### src/sv/scrp_pkg.sv
// Shared types, codes and reset values for the short-circuit retry protection block.
`timescale 1ns / 1ps

package scrp_pkg;

  localparam int unsigned TIME_W     = 32;
  localparam int unsigned MS8_W      = 8;
  localparam int unsigned MS16_W     = 16;
  localparam int unsigned COUNT_W    = 4;
  localparam int unsigned CODE_W     = 3;
  localparam int unsigned CFG_IDX_W  = 3;
  localparam int unsigned CFG_DATA_W = 16;

  // Configuration register indexes
  localparam logic [CFG_IDX_W-1:0] REG_IGNORE_TIME  = 3'd0;
  localparam logic [CFG_IDX_W-1:0] REG_RETRY_OFF    = 3'd1;
  localparam logic [CFG_IDX_W-1:0] REG_RETRY_ON     = 3'd2;
  localparam logic [CFG_IDX_W-1:0] REG_SLOW_RECOVER = 3'd3;
  localparam logic [CFG_IDX_W-1:0] REG_RETRY_COUNT  = 3'd4;

  // Register reset values
  localparam logic [MS8_W-1:0]   IGNORE_TIME_RST  = 8'd15;
  localparam logic [MS8_W-1:0]   RETRY_OFF_RST    = 8'd4;
  localparam logic [MS8_W-1:0]   RETRY_ON_RST     = 8'd1;
  localparam logic [MS16_W-1:0]  SLOW_RECOVER_RST = 16'd1000;
  localparam logic [COUNT_W-1:0] RETRY_COUNT_RST  = 4'd3;

  // Phase codes as shown on phase_code
  localparam logic [CODE_W-1:0] PHASE_CODE_IDLE    = 3'd0;
  localparam logic [CODE_W-1:0] PHASE_CODE_IGNORE  = 3'd1;
  localparam logic [CODE_W-1:0] PHASE_CODE_OFF     = 3'd2;
  localparam logic [CODE_W-1:0] PHASE_CODE_ON      = 3'd3;
  localparam logic [CODE_W-1:0] PHASE_CODE_LATCHED = 3'd4;

  typedef enum logic [4:0] {
    PH_IDLE    = 5'b00001,
    PH_IGNORE  = 5'b00010,
    PH_OFF     = 5'b00100,
    PH_ON      = 5'b01000,
    PH_LATCHED = 5'b10000
  } phase_t;

  typedef struct packed {
    logic                  we;
    logic [CFG_IDX_W-1:0]  index;
    logic [CFG_DATA_W-1:0] data;
  } cfg_wr_t;

  typedef struct packed {
    logic              track_enable;
    logic              short_reported;
    logic [CODE_W-1:0] phase_code;
  } result_t;

endpackage

### src/sv/short_circuit_retry_protection.sv
// Top level of the short-circuit retry protection block: handshake stages around the core.
`timescale 1ns / 1ps

// One sample item (timestamp, short-sense bit) is taken per clock while the input side
// does not stall, and gives exactly one result item. A sample is held in an input
// register, the state machine step runs between that register and the result register,
// and a new sample can follow every cycle unless stalled. The input side stalls only
// while the result register holds an item not yet taken and the input register is full.
// Configuration writes take effect at the next edge.

module short_circuit_retry_protection (
  input  logic                                 clk,
  input  logic                                 rst,
  input  logic                                 cfg_we,
  input  logic [scrp_pkg::CFG_IDX_W-1:0]       cfg_index,
  input  logic [scrp_pkg::CFG_DATA_W-1:0]      cfg_data,
  input  logic                                 sample_valid,
  output logic                                 sample_ready,
  input  logic [scrp_pkg::TIME_W-1:0]          now_ms,
  input  logic                                 short_sensed,
  output logic                                 result_valid,
  input  logic                                 result_ready,
  output logic                                 track_enable,
  output logic                                 short_reported,
  output logic [scrp_pkg::CODE_W-1:0]          phase_code
);

  logic                        stage_vld;
  logic [scrp_pkg::TIME_W-1:0] stage_now;
  logic                        stage_sh;
  logic                        advance;
  scrp_pkg::cfg_wr_t           cfg;
  scrp_pkg::result_t           result_next;
  scrp_pkg::result_t           result;

  assign cfg.we    = cfg_we;
  assign cfg.index = cfg_index;
  assign cfg.data  = cfg_data;

  assign advance      = stage_vld && (!result_valid || result_ready);
  assign sample_ready = !stage_vld || advance;

  always_ff @(posedge clk) begin
    if (rst) begin
      stage_vld <= 1'b0;
    end else if (sample_ready) begin
      stage_vld <= sample_valid;
    end
  end

  always_ff @(posedge clk) begin
    if (sample_ready && sample_valid) begin
      stage_now <= now_ms;
      stage_sh  <= short_sensed;
    end
  end

  scrp_core u_core (
    .clk         (clk),
    .rst         (rst),
    .cfg         (cfg),
    .advance     (advance),
    .now         (stage_now),
    .sh          (stage_sh),
    .result_next (result_next)
  );

  always_ff @(posedge clk) begin
    if (rst) begin
      result_valid <= 1'b0;
    end else if (advance) begin
      result_valid <= 1'b1;
    end else if (result_ready) begin
      result_valid <= 1'b0;
    end
  end

  // hold the result until it is taken
  always_ff @(posedge clk) begin
    if (advance) begin
      result <= result_next;
    end
  end

  assign track_enable   = result.track_enable;
  assign short_reported = result.short_reported;
  assign phase_code     = result.phase_code;

endmodule

### src/sv/scrp_core.sv
// Protection state machine, its timing registers and the configuration registers.
`timescale 1ns / 1ps

module scrp_core (
  input  logic                               clk,
  input  logic                               rst,
  input  scrp_pkg::cfg_wr_t                  cfg,
  input  logic                               advance,
  input  logic [scrp_pkg::TIME_W-1:0]        now,
  input  logic                               sh,
  output scrp_pkg::result_t                  result_next
);

  logic [scrp_pkg::MS8_W-1:0]   ignore_time;
  logic [scrp_pkg::MS8_W-1:0]   retry_off;
  logic [scrp_pkg::MS8_W-1:0]   retry_on;
  logic [scrp_pkg::MS16_W-1:0]  slow_recover;
  logic [scrp_pkg::COUNT_W-1:0] retry_count;

  scrp_pkg::phase_t             phase, phase_next;
  logic [scrp_pkg::TIME_W-1:0]  mark_time, mark_time_next;
  logic [scrp_pkg::COUNT_W-1:0] retries_left, retries_left_next;
  logic                         drive_on, drive_on_next;
  logic                         report;
  logic [scrp_pkg::TIME_W-1:0]  elapsed;
  logic [scrp_pkg::COUNT_W-1:0] retries_dec;

  always_ff @(posedge clk) begin
    if (rst) begin
      ignore_time  <= scrp_pkg::IGNORE_TIME_RST;
      retry_off    <= scrp_pkg::RETRY_OFF_RST;
      retry_on     <= scrp_pkg::RETRY_ON_RST;
      slow_recover <= scrp_pkg::SLOW_RECOVER_RST;
      retry_count  <= scrp_pkg::RETRY_COUNT_RST;
    end else if (cfg.we) begin
      unique case (cfg.index)
        scrp_pkg::REG_IGNORE_TIME:  ignore_time  <= cfg.data[scrp_pkg::MS8_W-1:0];
        scrp_pkg::REG_RETRY_OFF:    retry_off    <= cfg.data[scrp_pkg::MS8_W-1:0];
        scrp_pkg::REG_RETRY_ON:     retry_on     <= cfg.data[scrp_pkg::MS8_W-1:0];
        scrp_pkg::REG_SLOW_RECOVER: slow_recover <= cfg.data[scrp_pkg::MS16_W-1:0];
        scrp_pkg::REG_RETRY_COUNT:  retry_count  <= cfg.data[scrp_pkg::COUNT_W-1:0];
        default: ;
      endcase
    end
  end

  assign elapsed = now - mark_time;

  always_comb begin
    phase_next        = phase;
    mark_time_next    = mark_time;
    retries_left_next = retries_left;
    drive_on_next     = drive_on;
    report            = 1'b0;
    retries_dec       = (retries_left != '0) ? retries_left - 1'b1 : retries_left;
    unique case (phase)
      scrp_pkg::PH_IDLE: begin
        if (sh) begin
          phase_next     = scrp_pkg::PH_IGNORE;
          mark_time_next = now;
        end
      end
      scrp_pkg::PH_IGNORE: begin
        if (!sh) begin
          phase_next    = scrp_pkg::PH_IDLE;
          drive_on_next = 1'b1;
        end else if (elapsed > {{(scrp_pkg::TIME_W-scrp_pkg::MS8_W){1'b0}}, ignore_time}) begin
          phase_next        = scrp_pkg::PH_OFF;
          retries_left_next = retry_count;
          drive_on_next     = 1'b0;
          mark_time_next    = now;
        end
      end
      scrp_pkg::PH_OFF: begin
        if (elapsed > {{(scrp_pkg::TIME_W-scrp_pkg::MS8_W){1'b0}}, retry_off}) begin
          phase_next     = scrp_pkg::PH_ON;
          drive_on_next  = 1'b1;
          mark_time_next = now;
        end
      end
      scrp_pkg::PH_ON: begin
        if (elapsed > {{(scrp_pkg::TIME_W-scrp_pkg::MS8_W){1'b0}}, retry_on}) begin
          if (sh) begin
            mark_time_next    = now;
            drive_on_next     = 1'b0;
            retries_left_next = retries_dec;
            // latch once the counter has run out
            if (retries_dec == '0) begin
              phase_next = scrp_pkg::PH_LATCHED;
              report     = 1'b1;
            end else begin
              phase_next = scrp_pkg::PH_OFF;
            end
          end else begin
            phase_next    = scrp_pkg::PH_IDLE;
            drive_on_next = 1'b1;
          end
        end
      end
      scrp_pkg::PH_LATCHED: begin
        if (sh) begin
          mark_time_next = now;
          report         = 1'b1;
        end else if (elapsed > {{(scrp_pkg::TIME_W-scrp_pkg::MS16_W){1'b0}}, slow_recover}) begin
          // output stays off until a later short clears through the ignore phase
          phase_next = scrp_pkg::PH_IDLE;
        end
      end
      default: phase_next = scrp_pkg::PH_IDLE;
    endcase
  end

  always_ff @(posedge clk) begin
    if (rst) begin
      phase        <= scrp_pkg::PH_IDLE;
      mark_time    <= '0;
      retries_left <= '0;
      drive_on     <= 1'b1;
    end else if (advance) begin
      phase        <= phase_next;
      mark_time    <= mark_time_next;
      retries_left <= retries_left_next;
      drive_on     <= drive_on_next;
    end
  end

  always_comb begin
    result_next.track_enable   = drive_on_next;
    result_next.short_reported = report;
    unique case (phase_next)
      scrp_pkg::PH_IGNORE:  result_next.phase_code = scrp_pkg::PHASE_CODE_IGNORE;
      scrp_pkg::PH_OFF:     result_next.phase_code = scrp_pkg::PHASE_CODE_OFF;
      scrp_pkg::PH_ON:      result_next.phase_code = scrp_pkg::PHASE_CODE_ON;
      scrp_pkg::PH_LATCHED: result_next.phase_code = scrp_pkg::PHASE_CODE_LATCHED;
      default:              result_next.phase_code = scrp_pkg::PHASE_CODE_IDLE;
    endcase
  end

endmodule

### config.mk
export PLATFORM = sky130hd
export DESIGN_NAME = short_circuit_retry_protection
export DESIGN_NICKNAME = d
export VERILOG_FILES = /design/src/sv/scrp_pkg.sv /design/src/sv/short_circuit_retry_protection.sv /design/src/sv/scrp_core.sv
export SDC_FILE = /design/constraint.sdc
export NUM_CORES = 1
export LEC_CHECK = 0
export BUFFER_PORTS_ARGS = -buffer_cell sky130_fd_sc_hd__buf_2
export CELL_PAD_IN_SITES_DETAIL_PLACEMENT = 2
export CELL_PAD_IN_SITES_GLOBAL_PLACEMENT = 2
export CORE_UTILIZATION = 40
export CTS_CLUSTER_DIAMETER = 150
export CTS_CLUSTER_SIZE = 10
export DETAILED_ROUTE_END_ITERATION = 10
export HOLD_SLACK_MARGIN = 0.06
export MAX_ROUTING_LAYER = met4
export PLACE_DENSITY = 0.83
export SKIP_LAST_GASP = 1
export SYNTH_ARGS = -nofsm -noshare
export SYNTH_HDL_FRONTEND = slang
export SYNTH_HIERARCHICAL = 1
export SYNTH_SLANG_ARGS = --single-unit
### constraint.sdc
create_clock -name clk -period 6.35 [get_ports clk]
set_clock_uncertainty 0.15 [all_clocks]
set_input_delay 0.3175 -clock clk [delete_from_list [all_inputs] [get_ports clk]]
set_output_delay 0.3175 -clock clk [all_outputs]
set_load 0.02 [all_outputs]
Word-level counts from Yosys, hierarchy flattened
Index checks and enable logic that the tools add are counted.

word-level totals
  flip-flop bits (word level) = 126
  bits of input ports = 57
  output and inout bits = 7
  word-level logic and storage cells = 96

operators by class
  add/subtract/negate cells = 2
  order comparisons = 4
  equal/unequal tests = 18
  mux-type cells = 36
  reduce and logical (&&, ||, !) cells = 20

operator list
  operator                                                         count
  32-bit two-way mux                                               5
  32-bit case mux with 4 select lines                              1
  32-bit by 8-bit greater-than comparator with 1-bit output        3
  5-bit two-way mux                                                9
  32-bit by 16-bit greater-than comparator with 1-bit output       1
  32-bit subtractor                                                1
  5-bit case mux with 5 select lines                               1
  4-bit two-way mux                                                5
  3-bit case mux with 4 select lines                               1
  6-bit AND reduction                                              2
  1-bit two-way mux                                                11
  5-bit by 2-bit == test with 1-bit output, second input constant  2
  5-bit by 3-bit == test with 1-bit output, second input constant  2
  5-bit by 4-bit == test with 1-bit output, second input constant  2
  5-bit == test, second input constant                             2
  2-bit AND reduction                                              5
  4-bit case mux with 2 select lines                               1
  4-bit nonzero test                                               2
  3-bit by 2-bit == test with 1-bit output, second input constant  2
  2-bit by 1-bit != test with 1-bit output, second input constant  3
  5-bit by 1-bit == test with 1-bit output, second input constant  1
  4-bit logical NOT                                                1
  2-bit != test, second input constant                             2
  2-bit nonzero test                                               2
  10 further kinds                                                 13

Depth between registers and ports, before layout
Gate-level depths: netlist (run 1).

  word-level depth = 9
  gate-level depth with buffers = 18
  depth with buffers taken out = 18

Cells and area by module
The synthesis (run 1) kept the hierarchy.

modules (own cells, without submodules)
  module                          instances  cells each  area an instance (um2)  seq. area each (um2)
  scrp_core                       1          920         6,854.1                 1,721.7
  short_circuit_retry_protection  1          48          1,244.9                 1,181.1

Least setup slack after synthesis (run 1)
Ideal clock, no wire load.

  kind = reg2reg
  start = register stage_now[0] (netlist bit)
  end = register result (netlist bit phase_code[0]) (data pin)
  library setup time = 0.272 ns
  arrival time = 3.774 ns
  data required time = 5.928 ns
  slack = 2.154 ns
  cell stages (with the launch flop) = 16
  buffers on the path = 1
  period minus slack after synthesis = 4.196 ns
  cells stage by stage = edfxtp_1 inv_1 ha_1 fa_1 nand2b_1 a21oi_4 o21ai_4 o221ai_4 a21oi_1 xnor2_1 a211o_1 or4b_4 buf_6 or3_4 o21a_1 or4b_1

RTL lines
  what                      line                                  text
  start: declaration        short_circuit_retry_protection.sv:29  logic [scrp_pkg::TIME_W-1:0] stage_now;
  start signal: assignment  short_circuit_retry_protection.sv:53  stage_now <= now_ms;
  end signal: assignment    short_circuit_retry_protection.sv:81  result <= result_next;
  end: declaration          short_circuit_retry_protection.sv:34  scrp_pkg::result_t result;

Worst setup path in the final report (run 1)
  start = register stage_now[0] (netlist bit)
  end = register u_core/mark_time[15] (netlist bit)

between the ends
  cells in the longest elaborated chain, start to end = 4
  elaborated cells between the ends (all ways) = 8
  those cells by class = 1 x add/sub; 3 x order compare; 3 x eq/ne; 1 x reduce/logical

ends and longest elaborated chain
  what                                                                                 line                                               text
  32-bit subtractor *                                                                  scrp_core.sv:47                                    assign elapsed = now - mark_time;
  32-bit by 8-bit greater-than comparator with 1-bit output, on equally long branches  scrp_core.sv:82, scrp_core.sv:67, scrp_core.sv:75
  2-bit by 1-bit != test with 1-bit output (no source line)                            -
  6-bit AND reduction (no source line) *                                               -
  end signal: assignment                                                               scrp_core.sv:121                                   mark_time <= mark_time_next;
  end: declaration                                                                     scrp_core.sv:21                                    logic [scrp_pkg::TIME_W-1:0] mark_time, mark_time_next;

Every way passes the cells marked *; elsewhere a longest branch is shown, timed or not.
A chain may end at the register's enable or synchronous reset.

==> metrics, run 1 <==
Reg power frac=0.361; Post-synth EDFFs=38; minimum clock period=around 5100 ps; maximum net fanout on the critical path=19; Tcrit/Tclk final=0.805; pin count of the biggest net entering global routing=45; multi-input logic area=0.00468 mm2; setup_tns=0 ps; Root Driver=clkbuf_16; leakage=3.75 nW; DRT Wirelength=28.8 mm; Syn Area/Cell=8.37 um2; layout cells sized above 1=0.119; Max Cap Viol=0; Area Growth Syn to Fin=19.6%; Vias/cell=5.62; Reg2Reg Setup Slack=between 1000 and 1500 ps; global-route wire length before repair=45.5 mm; Worst-Margin Slew=1110 ps; hold path start=result_ready; top_reg_cell synth=dfxtp_1; status=completed; Mapped Cells=968; remaining global-route overflow=0; Die Span X=around 140 um; initial antenna violation count=0; clock power share=0.431; # diodes=0; die height=144 um; Initial Util=0.412; Internal=about 1.7 mW; RSZ-0062 raised after global routing=no; top cell type by total area after synthesis=dfxtp_1; flops & latches, synth=126; clk sinks=126; clock-pin slew on the worst setup and hold paths=approximately 60 ps; Worst VDD drop=0.173 mV; detailed router's first-iteration violation count=297; Layout fillers=2188; crit path capture type=flop; type of the worst min-delay path=in -> reg; crit path from=stage_now[0]$_DFFE_PP_; Switching Power=roughly 0.74 mW; vias in the first global route=roughly 8500; total track usage=0.298; GPL Wtd Cong=~0.85; Fmax=196 MHz; sequential area share after synthesis=0.358; wire per inst=21.5 um; cell area power density=254 mW/mm2; crit start category=flop; latest clock arrival within the worst-skew pair=430 ps; Residual DRC=0; Netlist Area Pre-Place=0.00810 mm2; die footprint=about 0.021 mm2; Register Area=between 0.002 and 0.003 mm2; Yosys cell types=80; final hold violations=0; CTS tree=built; Synth top area share=0.218; critical path arrival=5300 ps; Async SR Flop Fraction=0; Clock Path Buffers=2; DR vias=7508; Switching Fraction=0.300; synth warn=6; core area=0.0197 mm2; Final Instance Area=roughly 0.0097 mm2; Non-Filler Instances=1335; Crit Path Class=reg -> reg; HPWL after DPL=18.6 mm; top area cells in the synthesized netlist=dfxtp_1 (22%), edfxtp_1 (14%), ha_1 (11%); number of CTS-inserted buffers=17; Slew Limit Fails=0; setup ws final=1240 ps; row count=approximately 50; Final setup viols=0; CTS resizes=0; final net count=1186; Comb pwr share=0.208; Pwr Total=2.46 mW; IO Port Bufs=63; H-tree Lvls=4; Core Util, Final=0.493; R2R Path Start=stage_now[0]$_DFFE_PP_; Hold Slack=135 ps; io pins=64; placed insts=around 1300; WHS Endpoint=result_valid$_SDFFE_PP0P_; worst r2r dst=u_core/mark_time[15]$_SDFFE_PP0P_; post-route ant nets=0; TritonRoute pass-1 iters=4; Rel. slew slack=0.247; Syn Nets=around 1100; Reg2Reg Depth=17; DP Area=0.00855 mm2; Hold Path Depth=3; post-place setup slack=1260 ps; required time of the critical path=6540 ps
[power groups by stage]
stage          registers [mW]  logic [mW]  clock network [mW]
6_report                0.886       0.512                1.06
3_3_place_gp            0.900       0.439                   0
4_1_cts                 0.885       0.501                1.07
5_1_grt                 0.889       0.559                1.11
2_1_floorplan           0.893       0.330                   0
3_5_place_dp            0.901       0.461                   0
[routing by layer]
layer	GRT usage	routed length [um]
met1	0.345	12500
met2	0.526	14800
met3	0.0454	899
met4	0.0964	473
met5	-	0
[state kept, by name, indices dropped and copies added, names as in the netlist]
name                 cells
stage_now               32
u_core/slow_recover     16
u_core/retry_count       4
stage_vld                1
u_core/ignore_time       8
u_core/retry_off         8
result_valid             1
u_core/drive_on          1
u_core/phase             5
phase_code               3
track_enable             1
u_core/mark_time        32
u_core/retry_on          8
short_reported           1
u_core/retries_left      4
stage_sh                 1
[cells in the final DEF (no fill, tap or decap), drive strengths merged, types with 18 or more instances in the layout]
cell and instances:
o21ai 37, mux2i 41, o211ai 20, xnor2 18, dfxtp 88, ha 71, edfxtp 38, a21oi 92
nor2 60, dlygate4sd3 51, nand2 189, nor3 18, clkbuf 18, buf 66, inv 82
[worst max path at each step]
stage                                   endpoint  slack, ps  depth (start not counted)
3_5_place_dp   u_core/mark_time[21]$_SDFFE_PP0P_       1260                         17
6_report       u_core/mark_time[15]$_SDFFE_PP0P_       1240                         17
2_1_floorplan            phase_code[0]$_DFFE_PP_       2150                         15
5_1_grt        u_core/mark_time[15]$_SDFFE_PP0P_        910                         16
4_1_cts        u_core/mark_time[21]$_SDFFE_PP0P_       1250                         17
3_3_place_gp   u_core/mark_time[27]$_SDFFE_PP0P_       1510                         17
[cells in the mapped netlist, drive strengths merged, types with 2 or more instances]
master,number
nor3b,2
or4b,3
a31oi,2
o211ai,20
o31ai,5
o22ai,4
edfxtp,38
clkbuf,33
nand3,11
nor4,3
or3,7
nor2,60
a21o,11
nand3b,7
nand2,189
a211oi,8
a21oi,92
a221oi,2
ha,71
nor3,18
xor2,10
buf,14
o21ai,37
o31a,4
and3,5
or2,2
o21a,7
and2,8
o21bai,3
o41ai,3
nand4b,2
mux2i,41
a22oi,3
nand2b,10
nand4,14
and3b,3
inv,81
dfxtp,88
xnor2,18
nor2b,9
[critical path, stage by stage (launching register included)]
cell and delay (ps):
edfxtp_1 350, inv_1 50, ha_1 220, fa_1 410
nand2b_1 220, a21oi_4 240, nor2_1 90, xnor2_1 350
ha_1 330, nand4_1 120, nor2_1 70, o31a_1 310
nand2_1 140, a21o_1 150, o31ai_1 130, a211oi_4 880
buf_4 510, mux2i_1 280
[cells by family after synthesis]
family / after synthesis / share of synthesized area
AND/OR/NAND/NOR: 357 / 0.203
XOR/XNOR: 28 / 0.0303
flip-flops: 126 / 0.358
buffers and inverters: 128 / 0.0658
multiplexers: 41 / 0.0507
AO/OA/AOI/OAI: 216 / 0.180
adder cells (fa/ha/maj): 72 / 0.112
[final cells by class]
class / instances / area share
inverters: 81 / 0.0314
clock buffers: 18 / 0.0443
clock inverters: 14 / 0.0199
repair buffers: 117 / 0.0876
multi-input cells: 714 / 0.483
flip-flops and latches: 126 / 0.300
well taps: 265 / 0.0342
[what timing repair did]
item                                   CTS  global route
hold buffers                            51             0
endpoints found under the hold margin   64             0
setup buffers                            0             0
Note: power is estimated with default switching activity, not from simulation.
==> run 2, diff against run 1 <==
Settings changed: CORE_UTILIZATION 40 to 34, PLACE_DENSITY 0.83 to 0.75.
Clock period 6.35 ns to 4.62 ns, I/O delays scaled along.
==> metrics, run 2 (same netlist as run 1, synthesis figures left out) <==
commonest non-fill, non-tap cells in the layout=nand2_1 (188), dfxtp_1 (88), a21oi_1 (86), inv_1 (80), ha_1 (71) (unchanged); worst-path cell chain=inv_1 -> ha_1 -> fa_1 -> nand2b_1 -> a21oi_4 -> o21ai_4 -> o221ai_4 -> a21oi_1 -> xnor2_1 -> a211o_1 -> or4b_4 -> or3_4 -> o21a_1 -> or4b_1 (was inv_1 -> ha_1 -> fa_1 -> nand2b_1 -> a21oi_4 -> nor2_1 -> xnor2_1 -> ha_1 -> nand4_1 -> nor2_1 -> o31a_1 -> nand2_1 -> a21o_1 -> o31ai_1 -> a211oi_4 -> buf_4 -> mux2i_1); DP Area=0.00875 mm2 (was 0.00855 mm2); Root Driver=clkbuf_16 (unchanged); Residual DRC=0 (unchanged); DRT Wirelength=26.5 mm (was 28.8 mm); Comb pwr share=0.220 (was 0.208); post-place setup slack=109 ps (was 1260 ps); GPL Wtd Cong=0.887 (was 0.845); core area=0.0234 mm2 (was 0.0197 mm2); wire per inst=18.8 um (was 21.5 um); H-tree Lvls=4 (unchanged); post-route ant nets=0 (unchanged); Vias/cell=5.21 (was 5.62); die footprint=0.0244 mm2 (was 0.0208 mm2); required time of the critical path=4630 ps (was 6540 ps); biggest regs=stage_now: 32 flops, u_core/mark_time: 32 flops, u_core/slow_recover: 16 flops (unchanged); Max Cap Viol=0 (unchanged); setup_tns=0 ps (unchanged); clk sinks=126 (unchanged); final net count=1206 (was 1186); Reg2Reg Setup Slack=190 ps (was 1240 ps); Tcrit/Tclk final=0.960 (was 0.805); Reg power frac=0.372 (was 0.361); max incr delay on CP=510 ps (was 880 ps); status=completed (unchanged); latest clock arrival within the worst-skew pair=430 ps (about the same); # diodes=0 (unchanged); leakage=3.83 nW (was 3.75 nW); Hold Slack=153 ps (was 135 ps); final hold violations=0 (unchanged); cell area power density=331 mW/mm2 (was 254 mW/mm2); Final setup viols=0 (unchanged); most common cell after layout, fill and taps aside=nand2_1 (unchanged); Core Util, Final=0.422 (was 0.493); placed insts=1322 (was 1252); Die Span X=156 um (was 144 um); maximum net fanout on the critical path=6 (was 19); RSZ-0062 raised after global routing=yes (was no); Area Growth Syn to Fin=22.0% (was 19.6%); Final Instance Area=0.00988 mm2 (was 0.00968 mm2); minimum clock period=4430 ps (was 5110 ps); number of CTS-inserted buffers=17 (unchanged); multi-input logic area=0.00468 mm2 (about the same); detailed router's first-iteration violation count=209 (was 297); layout cells sized above 1=0.133 (was 0.119); row count=56 (was 51); initial antenna violation count=0 (unchanged); crit path capture type=flop (unchanged); TritonRoute pass-1 iters=7 (was 4); DR vias=7347 (was 7508); Fmax=226 MHz (was 196 MHz); HPWL after DPL=19.0 mm (was 18.6 mm); Pwr Total=3.27 mW (was 2.46 mW); Register Area=0.00290 mm2 (unchanged); Slew Limit Fails=0 (unchanged); pin count of the biggest net entering global routing=45 (unchanged); type of the worst min-delay path=in -> reg (unchanged); CP max-delay cell=or4b_1 (was a211oi_4); remaining global-route overflow=0 (unchanged); Crit Path Class=reg -> reg (unchanged); Switching Fraction=0.302 (was 0.300); Switching Power=0.988 mW (was 0.738 mW); critical path arrival=4440 ps (was 5300 ps); crit start category=flop (unchanged); Clock Path Buffers=2 (unchanged); Initial Util=0.346 (was 0.412); Worst VDD drop=0.206 mV (was 0.173 mV); CTS tree=built (unchanged); clock power share=0.408 (was 0.431); clock-pin slew on the worst setup and hold paths=60 ps (about the same); Layout fillers=2686 (was 2188); total track usage=0.234 (was 0.298); Non-Filler Instances=1409 (was 1335); IO Port Bufs=63 (unchanged); Worst-Margin Slew=1030 ps (was 1110 ps); Rel. slew slack=0.314 (was 0.247); vias in the first global route=8088 (was 8454); Internal=2.28 mW (was 1.72 mW); setup ws final=186 ps (was 1240 ps); die height=156 um (was 144 um); global-route wire length before repair=42.8 mm (was 45.5 mm); io pins=64 (unchanged)
==> run 2: timing repair <==
action / 4_1_cts / 5_1_grt
setup buffers: 0 / 3
endpoints found under the setup margin: 1 / 16
hold buffers: 52 / 0
resized for setup: 1 / 1
endpoints found under the hold margin: 79 / 0
pin swaps: 0 / 4
==> run 2: final cells by class <==
cell class                      instances  share of cell area
Clock buffer                           23              0.0495
Clock inverter                          9             0.00861
Inverter                               81              0.0308
Multi-Input combinational cell        714               0.474
Sequential cell                       126               0.294
Tap cell                              319              0.0404
Timing Repair Buffer                  137               0.103
==> run 2: power groups by stage <==
stage | combinational (mW) | sequential (mW) | clock [mW]
floorplan | 0.453 | 1.23 | 0
global placement | 0.639 | 1.24 | 0
detailed placement | 0.662 | 1.24 | 0
CTS | 0.716 | 1.22 | 1.37
global route | 0.795 | 1.22 | 1.40
finish | 0.718 | 1.21 | 1.33
==> run 2: layer usage <==
| metal | global-route usage | share of wire | vias up |
|---|---|---|---|
| met5 | - | 0 | - |
| met4 | 0.0705 | 0.015 | 0 |
| met3 | 0.0302 | 0.025 | 29 |
| met2 | 0.412 | 0.50 | 104 |
| met1 | 0.277 | 0.46 | 3630 |
| li1 | - | - | 3584 |
==> run 2: worst max-delay path, delay by kind of cell (launching register included) <==
kind,cells,cell delay (ps)
flops,1,340
fa+ha+maj,2,630
simple gates,4,1650
compound gates,6,1150
xor+xnor,1,170
buf+inv,1,50
==> run 2: path summary, 6_finish.rpt <==
kind,start,to,depth (start not counted)
setup / recovery,stage_now[0]$_DFFE_PP_,phase_code[0]$_DFFE_PP_,14
setup reg to reg,stage_now[0]$_DFFE_PP_,phase_code[0]$_DFFE_PP_,14
hold reg to reg,u_core/retry_on[2]$_SDFFE_PP0P_,u_core/retry_on[2]$_SDFFE_PP0P_,2
hold / removal,cfg_index[1],u_core/retry_off[1]$_SDFFE_PP0P_,4
==> run 3, diff against run 2 <==
Settings changed: ABC_AREA set to 1, CORE_UTILIZATION 34 to 31, PLACE_DENSITY 0.75 to 0.74.
==> metrics, run 3 <==
status=completed (unchanged); remaining global-route overflow=0 (unchanged); DRT Wirelength=32.0 mm (was 26.5 mm); Post-synth EDFFs=38 (unchanged); Fmax=237 MHz (was 226 MHz); initial antenna violation count=0 (unchanged); Syn Area/Cell=6.71 um2 (was 8.37 um2); Syn Nets=1505 (was 1097); minimum clock period=4220 ps (was 4430 ps); Final setup viols=0 (unchanged); die footprint=0.0305 mm2 (was 0.0244 mm2); setup_tns=0 ps (unchanged); clk sinks=126 (unchanged); Reg2Reg Setup Slack=400 ps (was 190 ps); Netlist Area Pre-Place=0.00923 mm2 (was 0.00810 mm2); type of the worst min-delay path=in -> reg (unchanged); top_reg_cell synth=dfxtp_1 (unchanged); Async SR Flop Fraction=0 (unchanged); number of CTS-inserted buffers=17 (unchanged); HPWL after DPL=23.8 mm (was 19.0 mm); Initial Util=0.318 (was 0.346); commonest non-fill, non-tap cells in the layout=nand2_1 (370), inv_1 (273), nor2_1 (129), dfxtp_1 (88), ha_1 (71) (was nand2_1 (188), dfxtp_1 (88), a21oi_1 (86), inv_1 (80), ha_1 (71)); Slew Limit Fails=0 (unchanged); leakage=5.58 nW (was 3.83 nW); global-route wire length before repair=51.3 mm (was 42.8 mm); H-tree Lvls=4 (unchanged); most common cell after layout, fill and taps aside=nand2_1 (unchanged); Mapped Cells=1376 (was 968); clock-pin slew on the worst setup and hold paths=60 ps (about the same); most frequent cells after synthesis=nand2_1 (370), inv_1 (274), nor2_1 (129) (was nand2_1 (188), dfxtp_1 (88), a21oi_1 (86)); Die Span X=175 um (was 156 um); layout cells sized above 1=0.158 (was 0.133); Clock Path Buffers=2 (unchanged); Crit Path Class=reg -> reg (unchanged); hold path start=cfg_we (was cfg_index[1]); # diodes=0 (unchanged); most numerous cell in the Yosys netlist=nand2_1 (unchanged); maximum net fanout on the critical path=16 (was 6); Vias/cell=4.73 (was 5.21); Yosys cell types=42 (was 80); wire per inst=16.7 um (was 18.8 um); final hold violations=0 (unchanged); crit path from=stage_now[0]$_DFFE_PP_ (unchanged); Pwr Total=3.71 mW (was 3.27 mW); detailed router's first-iteration violation count=252 (was 209); pin count of the biggest net entering global routing=44 (was 45); latest clock arrival within the worst-skew pair=450 ps (was 430 ps); Root Driver=clkbuf_16 (unchanged); vias in the first global route=9921 (was 8088); crit start category=flop (unchanged); cell area power density=329 mW/mm2 (was 331 mW/mm2); DP Area=0.00997 mm2 (was 0.00875 mm2); final net count=1648 (was 1206); Max Cap Viol=0 (unchanged); RSZ-0062 raised after global routing=no (was yes); die height=175 um (was 156 um); required time of the critical path=4850 ps (was 4630 ps); crit path capture type=flop (unchanged); top area cells in the synthesized netlist=dfxtp_1 (19%), nand2_1 (15%), edfxtp_1 (12%) (was dfxtp_1 (22%), edfxtp_1 (14%), ha_1 (11%)); io pins=64 (unchanged); total track usage=0.223 (was 0.234); Residual DRC=0 (unchanged); top cell type by total area after synthesis=dfxtp_1 (unchanged); biggest regs=stage_now: 32 flops, u_core/mark_time: 32 flops, u_core/slow_recover: 16 flops (unchanged); Final Instance Area=0.0112 mm2 (was 0.00988 mm2); R2R Path Start=stage_now[0]$_DFFE_PP_ (unchanged); synth warn=6 (unchanged); Area Growth Syn to Fin=21.8% (was 22.0%); setup ws final=396 ps (was 186 ps); core area=0.0290 mm2 (was 0.0234 mm2); Worst VDD drop=0.253 mV (was 0.206 mV); post-place setup slack=174 ps (was 109 ps); CTS tree=built (unchanged); post-route ant nets=0 (unchanged); sequential area share after synthesis=0.314 (was 0.358); TritonRoute pass-1 iters=4 (was 7); Tcrit/Tclk final=0.914 (was 0.960); row count=62 (was 56); Worst-Margin Slew=1080 ps (was 1030 ps); GPL Wtd Cong=0.825 (was 0.887); Synth top area share=0.191 (was 0.218); IO Port Bufs=63 (unchanged); critical path arrival=4450 ps (was 4440 ps); Rel. slew slack=0.279 (was 0.314); DR vias=9066 (was 7347); flops & latches, synth=126 (unchanged)
## run 3: changes by cell type in the layout (fill, tap and decap cells not counted), sizes merged, moves of 15 or more
cell	change
a21oi	-22
inv	+209
mux2i	-41
nand2	+197
nand3	+88
nor2	+120
o21ai	+19
xnor2	-15
## run 3: metrics by stage
step	utilization	instances	hold slack [ps]
6_report	0.388	1916	131
5_1_grt	0.388	1916	153
4_1_cts	0.383	1902	95.0
2_1_floorplan	-	1376	143
3_3_place_gp	0.344	1811	258
3_5_place_dp	0.344	1811	259
## run 3: final cells by class
type	count	area (um2)
Multi-Input combinational cell	938	5100
Timing Repair Buffer	147	1120
Inverter	289	1080
Sequential cell	126	2900
Tap cell	384	480
Fill cell	3514	17800
Clock buffer	20	479
Clock inverter	12	80.1
## run 3: where the power goes
group / switching (mW) / total, mW / internal, mW
combinational: 0.724 / 1.14 / 0.419
sequential: 0.0396 / 1.24 / 1.20
clock: 0.569 / 1.32 / 0.750
## run 3: layer usage
| layer | global-route usage | up-vias | share of wire |
|---|---|---|---|
| li1 | - | 4562 | - |
| met5 | - | - | 0 |
| met3 | 0.0305 | 32 | 0.020 |
| met1 | 0.258 | 4392 | 0.46 |
| met2 | 0.398 | 80 | 0.51 |
| met4 | 0.0685 | 0 | 0.016 |
## run 3: worst paths after layout
kind                                        endpoint  cells after the start
setup / recovery   u_core/mark_time[18]$_SDFFE_PP0P_                     17
hold / removal    u_core/retry_count[3]$_SDFFE_PP0P_                      4
setup reg to reg   u_core/mark_time[18]$_SDFFE_PP0P_                     17
hold reg to reg      u_core/retry_on[2]$_SDFFE_PP0P_                      2
## run 3: cells by family (layout without fill, tap and decap cells)
group	after synthesis	count (layout)	share of synthesized area
AOI/OAI and AO/OA	145	145	0.0855
adders and majority gates	72	72	0.0984
xor gates and xnor gates	12	12	0.0114
DFF	126	126	0.314
and+or+nand+nor	708	709	0.355
buffers and inverters	313	468	0.136
## run 3: worst max-delay path, stage by stage, from the launching register on
cell,delay (ps)
edfxtp_1,330
inv_1,60
ha_1,230
fa_1,420
inv_1,130
nand3_1,90
nand3_1,210
xor2_1,110
buf_4,180
ha_1,300
nand2_1,70
o41ai_1,610
nand4_1,270
nor2_2,400
nor2_4,230
nand3_2,140
nand2_1,60
nor2_1,120
## run 3: timing repair
item / 4_1_cts / 5_1_grt
endpoints found under the hold margin: 79 / 0
buffers inserted: 0 / 13
endpoints found under the setup margin: 0 / 32
gates resized for setup: 0 / 1
hold buffers: 59 / 0
